===== src/sv/led_marquee_scroll_rotate_assert.svh =====
// ---------------------------------------------------------------------------
// LED marquee assertion macros
// Shared concurrent assertion forms for the marquee block.
// ---------------------------------------------------------------------------
`ifndef LED_MARQUEE_SCROLL_ROTATE_ASSERT_SVH
`define LED_MARQUEE_SCROLL_ROTATE_ASSERT_SVH

// same-cycle implication under asynchronous reset
`define LMSR_ASSERT_SAME(label, clk, rst_n, ante, cons, msg) \
    label: assert property (@(posedge clk) disable iff (!rst_n) (ante) |-> (cons)) \
        else $error(msg);

// next-cycle implication under asynchronous reset
`define LMSR_ASSERT_NEXT(label, clk, rst_n, ante, cons, msg) \
    label: assert property (@(posedge clk) disable iff (!rst_n) (ante) |=> (cons)) \
        else $error(msg);

`endif


===== src/sv/lmsr_pkg.sv =====
// ---------------------------------------------------------------------------
// LED marquee package
// Geometry, timing constants, mode codes and the message table.
// ---------------------------------------------------------------------------
package lmsr_pkg;

    localparam int DISPLAY_COLUMNS  = 32;
    localparam int MESSAGE_COLUMNS  = 64;   // power of two: offsets wrap by truncation
    localparam int FRAME_BASE_TICKS = 1000;

    localparam int COL_W  = $clog2(DISPLAY_COLUMNS);
    localparam int MSG_W  = $clog2(MESSAGE_COLUMNS);
    localparam int TICK_W = $clog2(FRAME_BASE_TICKS);
    localparam int ROT_W  = 3;

    localparam logic [TICK_W-1:0] FRAME_BASE = TICK_W'(FRAME_BASE_TICKS);
    localparam logic [COL_W-1:0]  LAST_COL   = COL_W'(DISPLAY_COLUMNS - 1);
    localparam logic [MSG_W-1:0]  LAST_MSG   = MSG_W'(MESSAGE_COLUMNS - 1);

    localparam logic [7:0] SPEED_RESET = 8'd127;

    // scroll modes
    localparam logic [1:0] MODE_INIT  = 2'd0;
    localparam logic [1:0] MODE_HORIZ = 2'd1;
    localparam logic [1:0] MODE_VERT  = 2'd2;

    typedef logic [7:0] pattern_t;

    localparam pattern_t MESSAGE_ROM [64] = '{
        8'd0, 8'd66, 8'd36, 8'd24, 8'd24, 8'd36, 8'd66, 8'd0,
        8'd0, 8'd96, 8'd24, 8'd6,  8'd6,  8'd24, 8'd96, 8'd0,
        8'd0, 8'd60, 8'd66, 8'd66, 8'd66, 8'd66, 8'd60, 8'd0,
        8'd0, 8'd126, 8'd24, 8'd36, 8'd36, 8'd66, 8'd66, 8'd0,
        8'd0, 8'd0, 8'd126, 8'd32, 8'd64, 8'd64, 8'd64, 8'd0,
        8'd0, 8'd78, 8'd74, 8'd74, 8'd74, 8'd74, 8'd126, 8'd0,
        8'd0, 8'd60, 8'd66, 8'd66, 8'd66, 8'd66, 8'd60, 8'd0,
        8'd0, 8'd60, 8'd66, 8'd66, 8'd66, 8'd66, 8'd60, 8'd0
    };

    function automatic pattern_t rot_right8(input pattern_t v, input logic [ROT_W-1:0] n);
        logic [15:0] w;
        begin
            w = {v, v} >> n;
            return w[7:0];
        end
    endfunction

endpackage


===== src/sv/led_marquee_scroll_rotate.sv =====
// ---------------------------------------------------------------------------
// LED marquee scroll/rotate
// Tick-driven scrolling marquee: frame timing, offsets and column output.
// ---------------------------------------------------------------------------
// Flow: an accepted frame-boundary tick sets the state register to emit; then
//   one column per cycle passes the output register while m_tready is high (32
//   columns per frame). A non-boundary tick leaves s_tready high; a boundary
//   tick holds it low until every column has passed the shared ROM/rotator.
// Reset (rst_n low, async): idle, init mode, offsets and tick count zero,
//   scroll speed 127, no column pending.
module led_marquee_scroll_rotate
(
    input  logic        clk,
    input  logic        rst_n,
    // tick input
    input  logic        s_tvalid,
    output logic        s_tready,
    input  logic [7:0]  s_tdata,    // [0] init_button, [1] horizontal_button,
                                    // [2] vertical_button, [7:3] zero
    // column output
    output logic        m_tvalid,
    input  logic        m_tready,
    output logic [15:0] m_tdata,    // [4:0] column_index, [12:5] column_pattern,
                                    // [15:13] zero
    output logic        m_tlast,    // frame_end
    // scroll speed register
    input  logic        cfg_valid,
    output logic        cfg_ready,
    input  logic [7:0]  cfg_data
);

    localparam logic ST_IDLE = 1'b0;
    localparam logic ST_EMIT = 1'b1;

    localparam int COL_W  = lmsr_pkg::COL_W;
    localparam int MSG_W  = lmsr_pkg::MSG_W;
    localparam int TICK_W = lmsr_pkg::TICK_W;
    localparam int ROT_W  = lmsr_pkg::ROT_W;

    logic                   state_reg, state_next;
    logic [1:0]             mode_reg, mode_next;
    logic [MSG_W-1:0]       hoff_reg, hoff_next;
    logic [ROT_W-1:0]       voff_reg, voff_next;
    logic [TICK_W-1:0]      count_reg, count_next;
    logic [7:0]             speed_reg, speed_next;
    logic [COL_W-1:0]       col_reg, col_next;

    logic                   out_valid_reg, out_valid_next;
    logic [COL_W-1:0]       out_col_reg, out_col_next;
    lmsr_pkg::pattern_t     out_pat_reg, out_pat_next;
    logic                   out_last_reg, out_last_next;

    logic                   in_accept;
    logic                   load;
    logic                   boundary;
    logic [1:0]             mode_upd;
    logic [TICK_W-1:0]      sub;
    logic [TICK_W-1:0]      period;
    logic [TICK_W:0]        tick_next;
    logic [MSG_W-1:0]       pos;
    lmsr_pkg::pattern_t     pattern;

    assign s_tready  = (state_reg == ST_IDLE);
    assign in_accept = s_tvalid && s_tready;
    assign cfg_ready = 1'b1;

    assign m_tvalid = out_valid_reg;
    assign m_tlast  = out_last_reg;
    assign m_tdata  = {3'b000, out_pat_reg, out_col_reg};

    // output register frees up: the shared column unit may run this cycle
    assign load = (state_reg == ST_EMIT) && (!out_valid_reg || m_tready);

    // the shared column unit: message lookup followed by bit rotation
    assign pos     = hoff_reg + MSG_W'(col_reg);
    assign pattern = lmsr_pkg::rot_right8(lmsr_pkg::MESSAGE_ROM[pos], voff_reg);

    always_comb
    begin
        // mode priority: init over horizontal over vertical, else hold
        if (s_tdata[0])
            mode_upd = lmsr_pkg::MODE_INIT;
        else if (s_tdata[1])
            mode_upd = lmsr_pkg::MODE_HORIZ;
        else if (s_tdata[2])
            mode_upd = lmsr_pkg::MODE_VERT;
        else
            mode_upd = mode_reg;

        // frame period, saturating at one tick
        sub = {speed_reg, 2'b00};
        if (sub >= lmsr_pkg::FRAME_BASE)
            period = TICK_W'(1);
        else
            period = lmsr_pkg::FRAME_BASE - sub;

        tick_next = {1'b0, count_reg} + (TICK_W+1)'(1);
        boundary  = (tick_next >= {1'b0, period});
    end

    always_comb
    begin
        state_next     = state_reg;
        mode_next      = mode_reg;
        hoff_next      = hoff_reg;
        voff_next      = voff_reg;
        count_next     = count_reg;
        speed_next     = speed_reg;
        col_next       = col_reg;
        out_valid_next = out_valid_reg;
        out_col_next   = out_col_reg;
        out_pat_next   = out_pat_reg;
        out_last_next  = out_last_reg;

        if (cfg_valid && cfg_ready)
            speed_next = cfg_data;

        if (m_tready)
            out_valid_next = 1'b0;

        case (state_reg)
            ST_IDLE:
            begin
                if (in_accept)
                begin
                    mode_next = mode_upd;
                    if (!boundary)
                        count_next = tick_next[TICK_W-1:0];
                    else
                    begin
                        count_next = '0;
                        col_next   = '0;
                        state_next = ST_EMIT;
                        case (mode_upd)
                            lmsr_pkg::MODE_INIT:
                            begin
                                hoff_next = '0;
                                voff_next = '0;
                            end
                            lmsr_pkg::MODE_HORIZ:
                                hoff_next = (hoff_reg == lmsr_pkg::LAST_MSG) ? '0
                                                                             : hoff_reg + 1'b1;
                            lmsr_pkg::MODE_VERT:
                                voff_next = voff_reg + 1'b1;
                            default:
                            begin
                                hoff_next = hoff_reg;
                                voff_next = voff_reg;
                            end
                        endcase
                    end
                end
            end
            ST_EMIT:
            begin
                if (load)
                begin
                    out_valid_next = 1'b1;
                    out_col_next   = col_reg;
                    out_pat_next   = pattern;
                    out_last_next  = (col_reg == lmsr_pkg::LAST_COL);
                    col_next       = col_reg + 1'b1;
                    if (col_reg == lmsr_pkg::LAST_COL)
                        state_next = ST_IDLE;
                end
            end
            default:
                state_next = ST_IDLE;
        endcase
    end

    always_ff @(posedge clk or negedge rst_n)
    begin
        if (!rst_n)
        begin
            state_reg     <= ST_IDLE;
            mode_reg      <= lmsr_pkg::MODE_INIT;
            hoff_reg      <= '0;
            voff_reg      <= '0;
            count_reg     <= '0;
            speed_reg     <= lmsr_pkg::SPEED_RESET;
            col_reg       <= '0;
            out_valid_reg <= 1'b0;
        end
        else
        begin
            state_reg     <= state_next;
            mode_reg      <= mode_next;
            hoff_reg      <= hoff_next;
            voff_reg      <= voff_next;
            count_reg     <= count_next;
            speed_reg     <= speed_next;
            col_reg       <= col_next;
            out_valid_reg <= out_valid_next;
        end
    end

    // column payload, no reset needed
    always_ff @(posedge clk)
    begin
        out_col_reg  <= out_col_next;
        out_pat_reg  <= out_pat_next;
        out_last_reg <= out_last_next;
    end

`include "led_marquee_scroll_rotate_assert.svh"

    `LMSR_ASSERT_SAME(a_last_col, clk, rst_n, m_tvalid && m_tlast, m_tdata[4:0] == lmsr_pkg::LAST_COL, "frame end not on last column")
    `LMSR_ASSERT_NEXT(a_boundary_emit, clk, rst_n, in_accept && boundary, state_reg == ST_EMIT && col_reg == '0, "boundary tick did not start a frame")
    `LMSR_ASSERT_NEXT(a_tick_count, clk, rst_n, in_accept && !boundary, count_reg == $past(count_reg) + 1'b1, "tick count did not advance")
    `LMSR_ASSERT_NEXT(a_col_step, clk, rst_n, load, out_valid_reg && out_col_reg == $past(col_reg), "column not loaded in order")

endmodule

===== config.mk =====
export PLATFORM = sky130hd
export DESIGN_NAME = led_marquee_scroll_rotate
export DESIGN_NICKNAME = d
export VERILOG_FILES = /design/src/sv/lmsr_pkg.sv /design/src/sv/led_marquee_scroll_rotate.sv
export VERILOG_INCLUDE_DIRS = /design/src /design/src/sv
export SDC_FILE = /design/constraint.sdc
export NUM_CORES = 1
export LEC_CHECK = 0
export BUFFER_PORTS_ARGS = -buffer_cell sky130_fd_sc_hd__buf_2
export CORE_ASPECT_RATIO = 1.75
export CORE_MARGIN = 10
export CORE_UTILIZATION = 50
export DETAILED_ROUTE_END_ITERATION = 10
export PLACE_DENSITY_LB_ADDON = 0.12
export SETUP_SLACK_MARGIN = 0.05
export SYNTH_ARGS = -nofsm -noshare
export SYNTH_HDL_FRONTEND = slang
export SYNTH_SLANG_ARGS = --single-unit

===== constraint.sdc =====
create_clock -name clk -period 7.29 [get_ports clk]
set_input_delay 1.458 -clock clk [delete_from_list [all_inputs] [get_ports clk]]
set_output_delay 1.458 -clock clk [all_outputs]
set_load 0.005 [all_outputs]

==> results of run 1 <==
[synth_stat cells (all sizes together), types with 5 or more instances]
library cell	instances	area, µm²
dfstp	7	184
nor3	6	30.0
nand3	13	65.1
o211ai	7	52.6
inv	15	56.3
buf	9	57.6
a21o	9	75.1
ha	26	325
xor2	10	87.6
nand2	59	221
clkbuf	7	26.3
and2	5	31.3
edfxtp	14	420
mux2	17	191
nor2b	14	87.6
o221ai	5	50.0
a22o	6	52.6
a21oi	14	77.6
o21ai	31	155
nand4	5	31.3
nor2	23	88.8
dfrtp	29	726
and3	10	62.6
[metrics by stage]
stage               cells  area (µm²)
floorplan             413        3760
global placement      515        3950
detailed placement    515        3950
CTS                   523        4120
global route          523        4120
finish                523        4120
[final timing paths]
kind / start / end / cells past startpoint
max: hoff_reg[0] / out_pat_reg[5] / 11
min: mode_reg[0] / mode_reg[0] / 2
max reg2reg: hoff_reg[0] / out_pat_reg[5] / 11
min reg2reg: mode_reg[0] / mode_reg[0] / 2
max in group asynchronous: rst_n / count_reg[3] / 1
min in group asynchronous: rst_n / speed_reg[7] / 1
[power groups by stage]
stage / Clock (mW) / Sequential [mW] / Combinational [mW]
after floorplan: 0 / 0.419 / 0.626
after global placement: 0 / 0.423 / 0.817
after detailed placement: 0 / 0.426 / 0.828
after CTS: 0.271 / 0.421 / 0.836
after global routing: 0.283 / 0.428 / 0.941
final: 0.265 / 0.419 / 0.841
[cell families after synthesis]
family / count (synthesis) / share of synthesized area [%]
and+or+nand+nor: 154 / 20.0
AOI/OAI and AO/OA: 113 / 22.0
DFF: 50 / 35.4
buffers and inverters: 31 / 3.73
adders and majority gates: 27 / 9.19
muxes: 19 / 5.63
xor gates and xnor gates: 15 / 3.86
other: 2 / 0.200
[cell type report]
| cell class | count | area [µm²] |
|---|---|---|
| timing repair buffer | 32 | 163 |
| fill | 661 | 3170 |
| sequential | 50 | 1330 |
| multi-input combinational | 332 | 2290 |
| clock inverter | 2 | 37.5 |
| clock buffer | 6 | 129 |
| tap | 86 | 108 |
| inverter | 15 | 56.3 |
[layer usage]
layer | vias to the layer above | part of all wire, %
met1 | 1569 | 37
met2 | 73 | 57
met5 | - | 0
met3 | 20 | 2.7
met4 | 0 | 3.6
li1 | 1558 | -
[worst max-delay path: stages (launching register included)]
cell      delay [ps]
dfrtp_1          460
ha_1             290
fa_1             420
xor2_1           710
inv_1            460
ha_1             430
o21ai_0           90
a21oi_1          110
o41a_1           480
mux2_2           300
a221oi_2         290
mux2_2           190
==> reports/summary.txt, run 1 <==
Number of global-route vias before repair: 3329
Seq pwr share: 27.5%
Critical Path AT: 4510 ps
CP Class: reg -> reg
Sum Neg Setup Slack: 0 ps
VDD IR-drop max: 182 µV
H-tree levels: 2
Endpoint class of the critical path: flop
Max reg flops: 10
Highest Clock Rate: 0.230 GHz
Synth unique cells: 70
Row count: 41
Worst-margin pin slew: 853 ps
Cts repair resizes: 0
Clk pwr share: 17.4%
Util after Layout: 56.5%
Critical Path Start Type: flop
Worst Skew: 5.50 ps
Initial Util: 51.6%
Most frequent cells in the layout: nand2_1, o21ai_0, buf_2, dfrtp_1, ha_1
Initial antenna violation count: 0
Syn Inst Count: 411
Nets: 484
Port Buffers: 31
TritonCTS clock tree: done
Fin crit period: 4340 ps
Diodes inserted: 0
Syn Area/Cell: 9.14 µm²
EDFF count, synth: 14
Fin Hold WS: 513 ps
P per Cell Area: 370 nW/µm²
Cts hold-fix bufs: 0
Asr flop ratio synth: 72.0%
Seq/Total Area, Yosys: 35.4%
Hold Path Class: reg -> reg
TritonCTS Sinks: 50
Req. time, crit path: 7460 ps
Fin. Hold Viols: 0
First-pass DRT Iterations: 4
CTS Buf Count: 5
Design Power: 1.53 mW
Total wire length: 9.29 mm
CTS max path bufs: 2
Crit-path max FO: 13
Leakage: 1.86 nW
Area Growth Syn to Fin: 9.59%
Switching Fraction: 42.0%
M3 GR Usage: 2.29%
GRT met2 Usage: 31.9%
First-pass GRT wire length: 15.9 mm
RSZ-0062 raised after global routing: no
Flop2flop setup slack: 2950 ps
Number of post-CTS setup repair buffers: 0
Post-route clock period utilization: 59.6%
Maxcap violations: 0
CTS root buffer: clkbuf_16
Run status: finished clean
Count of final setup violators: 0
Most common cell after layout, fill and taps aside: nand2_1
Clock Latency Late Sink: 290 ps
Fraction of layout cells with a size suffix above 1: 17.4%
Yosys warns: 0
Clk slew on worst S/H paths: 70 ps
I/O pin cnt: 41
Largest net degree at the start of global routing: 37
Die X: 85.5 µm
ANT nets after route: 0
Slew headroom: 43.0%
Logic pwr share: 55.1%
GR Util met1: 16.7%
Place WS: 2960 ps
Overflow after GRT: 0
WL/cell: 17.8 µm
Post-DP HPWL: 7.34 mm
Main synth FF type: dfrtp_1
Cell Area, Synth: 3760 µm²
CORE AREA: 7280 µm²
Die Y-Extent: 135 µm
Vias per inst: 6.16
Global Route Usage Sum: 16.7%
GR peak layer: met2
DRC Markers: 0
Die Footprint: 11500 µm²
Switching pwr: 0.641 mW
FF+latch count, synth: 50
Slew Limit Fails: 0
Placer Congestion: 0.955
Cell-internal power: 0.884 mW
DRT iter0 DRCs: 213
Fin worst setup slack: 2950 ps
Vias: 3220
No activity file was read; power rests on OpenSTA's default activity.
==> run 2, diff against run 1 <==
ABC_AREA = 1   (was unset)
clock period = 4.3 ns   (was 7.29 ns; I/O delays follow)
==> run 2 against run 1 <==
Power up 94%. Critical path type unchanged. Via count rose by 0.99%. Sequential power is 92% higher.
==> reports/summary.txt, run 2 <==
Cts repair resizes: 0
FF+latch count, synth: 50
R2R depth: 16
Worst path cell trace: inv_1 > ha_1 > o211ai_1 > o21ai_0 > ha_1 > nand2_1 > nor2_1 > o21ai_0 > nand3_1 > nand2_1 > nand2_1 > nand3_1 > nand2_1 > clkinv_1 > nand3_1 > o21ai_0
Hold path depth: 2
First-pass GRT wire length: 14.5 mm
Seq/Total Area, Yosys: 35.6%
Fin. Hold Viols: 0
Worst path max stage delay: 560 ps
Cell Area, Synth: 3730 µm²
Main synth FF type: dfrtp_1
Worst Skew: 7.23 ps
Global Route Usage Sum: 15.5%
Cts hold-fix bufs: 0
Overflow after GRT: 0
Yosys warns: 0
Number of global-route vias before repair: 3191
Die X: 85.3 µm
Largest net degree at the start of global routing: 37
Crit-path max FO: 9
Seq pwr share: 27.1%
RSZ-0062 raised after global routing: no
Most common cell after layout, fill and taps aside: nand2_1
Asr flop ratio synth: 72.0%
Switching pwr: 1.42 mW
Logic pwr share: 58.5%
Fraction of layout cells with a size suffix above 1: 13.3%
Clk pwr share: 14.4%
Count of final setup violators: 0
DRT iter0 DRCs: 161
Post-route clock period utilization: 77.3%
Row count: 41
Total wire length: 8.71 mm
Most frequent cells in the layout: nand2_1, nand3_1, inv_1, buf_2, o21ai_0
Req. time, crit path: 4450 ps
First-pass DRT Iterations: 4
EDFF count, synth: 14
Syn Inst Count: 499
Sum Neg Setup Slack: 0 ps
Clk slew on worst S/H paths: 70 ps
Port Buffers: 31
Max reg flops: 10
DRC Markers: 0
Ranking of synthesized cells by area: dfrtp_1, nand2_1, nand3_1
Largest area contributor in the netlist: dfrtp_1
Place WS: 1030 ps
Design Power: 2.97 mW
TritonCTS clock tree: done
Hold Path Class: reg -> reg
Post-DP HPWL: 6.87 mm
Slew Limit Fails: 0
Endpoint class of the critical path: flop
Diodes inserted: 0
Nets: 573
Slowest-stage cell, CP: dfstp_2
Placer Congestion: 0.869
ANT nets after route: 0
WL/cell: 14.2 µm
Most frequent cells after synthesis: nand2_1, nand3_1, inv_1, o21ai_0, dfrtp_1
Worst-margin pin slew: 819 ps
Crit path capture: count_reg[9]
CTS Buf Count: 5
Area Growth Syn to Fin: 9.01%
Critical Path AT: 3470 ps
TritonCTS Sinks: 50
Leakage: 2.07 nW
Reg-to-Reg End: count_reg[9]
Critical Path Start Type: flop
Top cell by count, worst path: nand2_1
Highest Clock Rate: 0.301 GHz
Initial antenna violation count: 0
Vias: 3252
VDD IR-drop max: 390 µV
CTS root buffer: clkbuf_16
Syn Area/Cell: 7.48 µm²
CTS max path bufs: 2
I/O pin cnt: 41
Initial Util: 51.6%
Slew headroom: 45.4%
Cell-internal power: 1.54 mW
Clock Latency Late Sink: 300 ps
Vias per inst: 5.31
Fin worst setup slack: 975 ps
CORE AREA: 7230 µm²
Die Y-Extent: 134 µm
Fin Hold WS: 513 ps
Fin crit period: 3320 ps
P per Cell Area: 729 nW/µm²
Share of the synthesized area in the top cell type: 19.4%
Reg-to-reg critical path startpoint: speed_reg[0]
Run status: finished clean
Die Footprint: 11500 µm²
H-tree levels: 2
CP Class: reg -> reg
Synth unique cells: 34
Maxcap violations: 0
Switching Fraction: 48.0%
Most frequent cell after synthesis: nand2_1
Number of post-CTS setup repair buffers: 0
Util after Layout: 56.3%
CP Launch Point: speed_reg[0]
Flop2flop setup slack: 980 ps
## run 2: layout make-up
cell class	instances	area [µm²]
fill	700	3160
multi-input combinational	381	2110
sequential	50	1330
inverter	56	210
timing repair buffer	31	155
clock buffer	7	153
tap	86	108
clock inverter	1	8.76
## run 2: logic make-up (layout without fill, tap and decap cells)
group	after synthesis	count (layout)	share of synthesized area, %
and+or+nand+nor	291	291	36.8
buffers and inverters	70	95	8.18
DFF	50	50	35.6
AOI/OAI and AO/OA	44	44	6.30
adders and majority gates	27	27	9.25
xor gates and xnor gates	13	13	3.05
other	2	4	0.201
muxes	2	2	0.603
## run 2: how the worst min path moves through the flow
stage,startpoint,end,slack (ps)
6_report,mode_reg[1],mode_reg[1],510
5_1_grt,mode_reg[0],mode_reg[0],540
4_1_cts,mode_reg[1],mode_reg[1],520
3_5_place_dp,mode_reg[1],mode_reg[1],510
3_3_place_gp,mode_reg[0],mode_reg[0],480
2_1_floorplan,mode_reg[0],mode_reg[0],450
## run 2: power by group through the flow
stage               Combinational, mW  Sequential [mW]  Clock (mW)
CTS                              1.74            0.808       0.437
floorplan                        1.37            0.783           0
finish                           1.73            0.805       0.427
global route                     1.99            0.825       0.452
detailed placement               1.74            0.815           0
global placement                 1.71            0.811           0
## run 2: stage by stage
step / cells / area [µm²]
2_1_floorplan: 501 / 3740
3_3_place_gp: 604 / 3910
3_5_place_dp: 604 / 3910
4_1_cts: 612 / 4070
5_1_grt: 612 / 4070
6_report: 612 / 4070
## run 2: routing by layer
| metal | vias up | routed length [µm] | track usage (%) |
|---|---|---|---|
| met1 | 1503 | 3280 | 14.6 |
| met3 | 12 | 190 | 2.30 |
| met2 | 41 | 5000 | 30.5 |
| met4 | 0 | 231 | 7.44 |
| li1 | 1696 | - | - |
| met5 | - | 0 | 0 |
## run 2: critical path, delay by kind of cell (launching register included)
kind / cells / cell delay [ps]
adder cells (fa/ha/maj): 2 / 510
buffers and inverters: 2 / 360
AO/OA/AOI/OAI: 4 / 930
AND/OR/NAND/NOR: 8 / 820
flip-flops: 1 / 560
==> run 3, diff against run 2 <==
clock period = 3 ns   (was 4.3 ns; I/O delays follow)
==> run 3 against run 2 <==
Non-clock buffer count grew 10. Global-route usage grew 0.39 points. Final cell count grew 1.6%. Critical path type unchanged. Critical endpoint is now hoff_reg[2]. Largest cell class unchanged.
==> reports/summary.txt, run 3 (synthesis results as in run 2) <==
Run status: finished clean
Hold Path Class: in -> async
Overflow after GRT: 0
Post-route clock period utilization: 90.8%
Vias per inst: 5.44
Sum Neg Setup Slack: 0 ps
CORE AREA: 7230 µm²
Max reg flops: 10
Row count: 41
Worst Skew: 9.57 ps
Post-DP HPWL: 7.01 mm
Initial antenna violation count: 0
Clock Latency Late Sink: 300 ps
Placer Congestion: 0.883
I/O pin cnt: 41
DRC Markers: 0
Design Power: 4.28 mW
Crit-path max FO: 11
Most common cell after layout, fill and taps aside: nand2_1
TritonCTS clock tree: done
ANT nets after route: 0
Slew headroom: 44.5%
CTS max path bufs: 2
CTS Buf Count: 5
DRT iter0 DRCs: 197
Diodes inserted: 0
Initial Util: 51.6%
Die Y-Extent: 134 µm
Maxcap violations: 0
Die Footprint: 11500 µm²
Area Growth Syn to Fin: 11.7%
Global Route Usage Sum: 15.9%
Clk slew on worst S/H paths: 60 ps
RSZ-0062 raised after global routing: no
TritonCTS Sinks: 50
Critical Path AT: 2910 ps
Port Buffers: 31
Fraction of layout cells with a size suffix above 1: 17.4%
Largest net degree at the start of global routing: 37
Cts hold-fix bufs: 0
Worst-margin pin slew: 833 ps
Endpoint class of the critical path: flop
WL/cell: 14.4 µm
Req. time, crit path: 3180 ps
Highest Clock Rate: 0.367 GHz
First-pass DRT Iterations: 6
CTS root buffer: clkbuf_16
Nets: 583
Most frequent cells in the layout: nand2_1, nand3_1, inv_1, buf_2, o21ai_0
Critical Path Start Type: flop
H-tree levels: 2
Leakage: 2.11 nW
Post-Place Cells: 611
Fin cells: 622
Slew Limit Fails: 0
P per Cell Area: 1030 nW/µm²
Number of global-route vias before repair: 3420
Fin crit period: 2720 ps
Fin. Hold Viols: 0
First-pass GRT wire length: 15.1 mm
Die X: 85.3 µm
Vias: 3385
CP Class: reg -> reg
Total wire length: 8.96 mm
Count of final setup violators: 0
VDD IR-drop max: 504 µV
[run 3: cell types whose count changed in the layout (fill, tap and decap cells not counted), sizes merged]
| cell | before | now |
|---|---|---|
| clkbuf | 7 | 6 |
| buf | 31 | 41 |
| inv | 55 | 56 |
[run 3: what timing repair did]
action | CTS | global route
endpoints found under the setup margin | 13 | 32
buffers inserted | 0 | 3
resized for setup | 1 | 15
pin swaps | 0 | 2
cloned | 0 | 0
[run 3: stage by stage]
| step | utilization, % | instance area, µm² | hold slack [ps] | setup slack [ps] |
|---|---|---|---|---|
| 2_1_floorplan | - | 3740 | 304 | 256 |
| 3_3_place_gp | 54.8 | 3960 | 485 | 71.3 |
| 3_5_place_dp | 54.8 | 3960 | 481 | 11.3 |
| 4_1_cts | 56.7 | 4100 | 434 | 4.80 |
| 5_1_grt | 57.7 | 4170 | 456 | 36.9 |
| 6_report | 57.7 | 4170 | 407 | 275 |
[run 3: final timing paths]
| check | start | endpoint | slack, ps | depth (start not counted) |
|---|---|---|---|---|
| worst max-delay path | speed_reg[0] | hoff_reg[2] | 280 | 17 |
| worst min-delay path | rst_n | hoff_reg[5] | 410 | 1 |
| worst max register to register | speed_reg[0] | hoff_reg[2] | 280 | 17 |
| worst min register to register | mode_reg[0] | mode_reg[0] | 490 | 2 |
| max in group asynchronous | rst_n | col_reg[0] | 2020 | 1 |
| min in group clk | mode_reg[0] | mode_reg[0] | 490 | 2 |
[run 3: metal layers]
layer / up-vias / track usage [%] / routed length (µm)
met5: - / 0 / 0
met2: 61 / 30.7 / 5100
met3: 29 / 2.97 / 272
met4: 0 / 8.92 / 353
met1: 1581 / 14.6 / 3230
li1: 1714 / - / -
[run 3: power breakdown]
part           internal, mW  switching [mW]
combinational         0.931            1.65
sequential            0.986           0.165
clock                 0.307           0.248
[run 3: area by class of cell]
class,count,area [µm²]
well taps,86,108
clock buffers,6,129
clock inverters,2,10.0
flip-flops and latches,50,1330
multi-input cells,381,2150
repair buffers,41,230
inverters,56,213
fillers,682,3060
[run 3: worst max-delay path: stages (launching register included)]
cell and delay [ps]:
dfstp_2 550, inv_1 60, ha_1 190, o211ai_1 170, buf_4 180, nand3_1 80
ha_1 290, nand2_1 80, nor2_2 130, o21ai_0 90, nand3_1 70, nand2_1 50
nand2_1 50, nand3_1 100, nand2_4 150, nand2_2 140, a21oi_1 170, a21oi_1 50
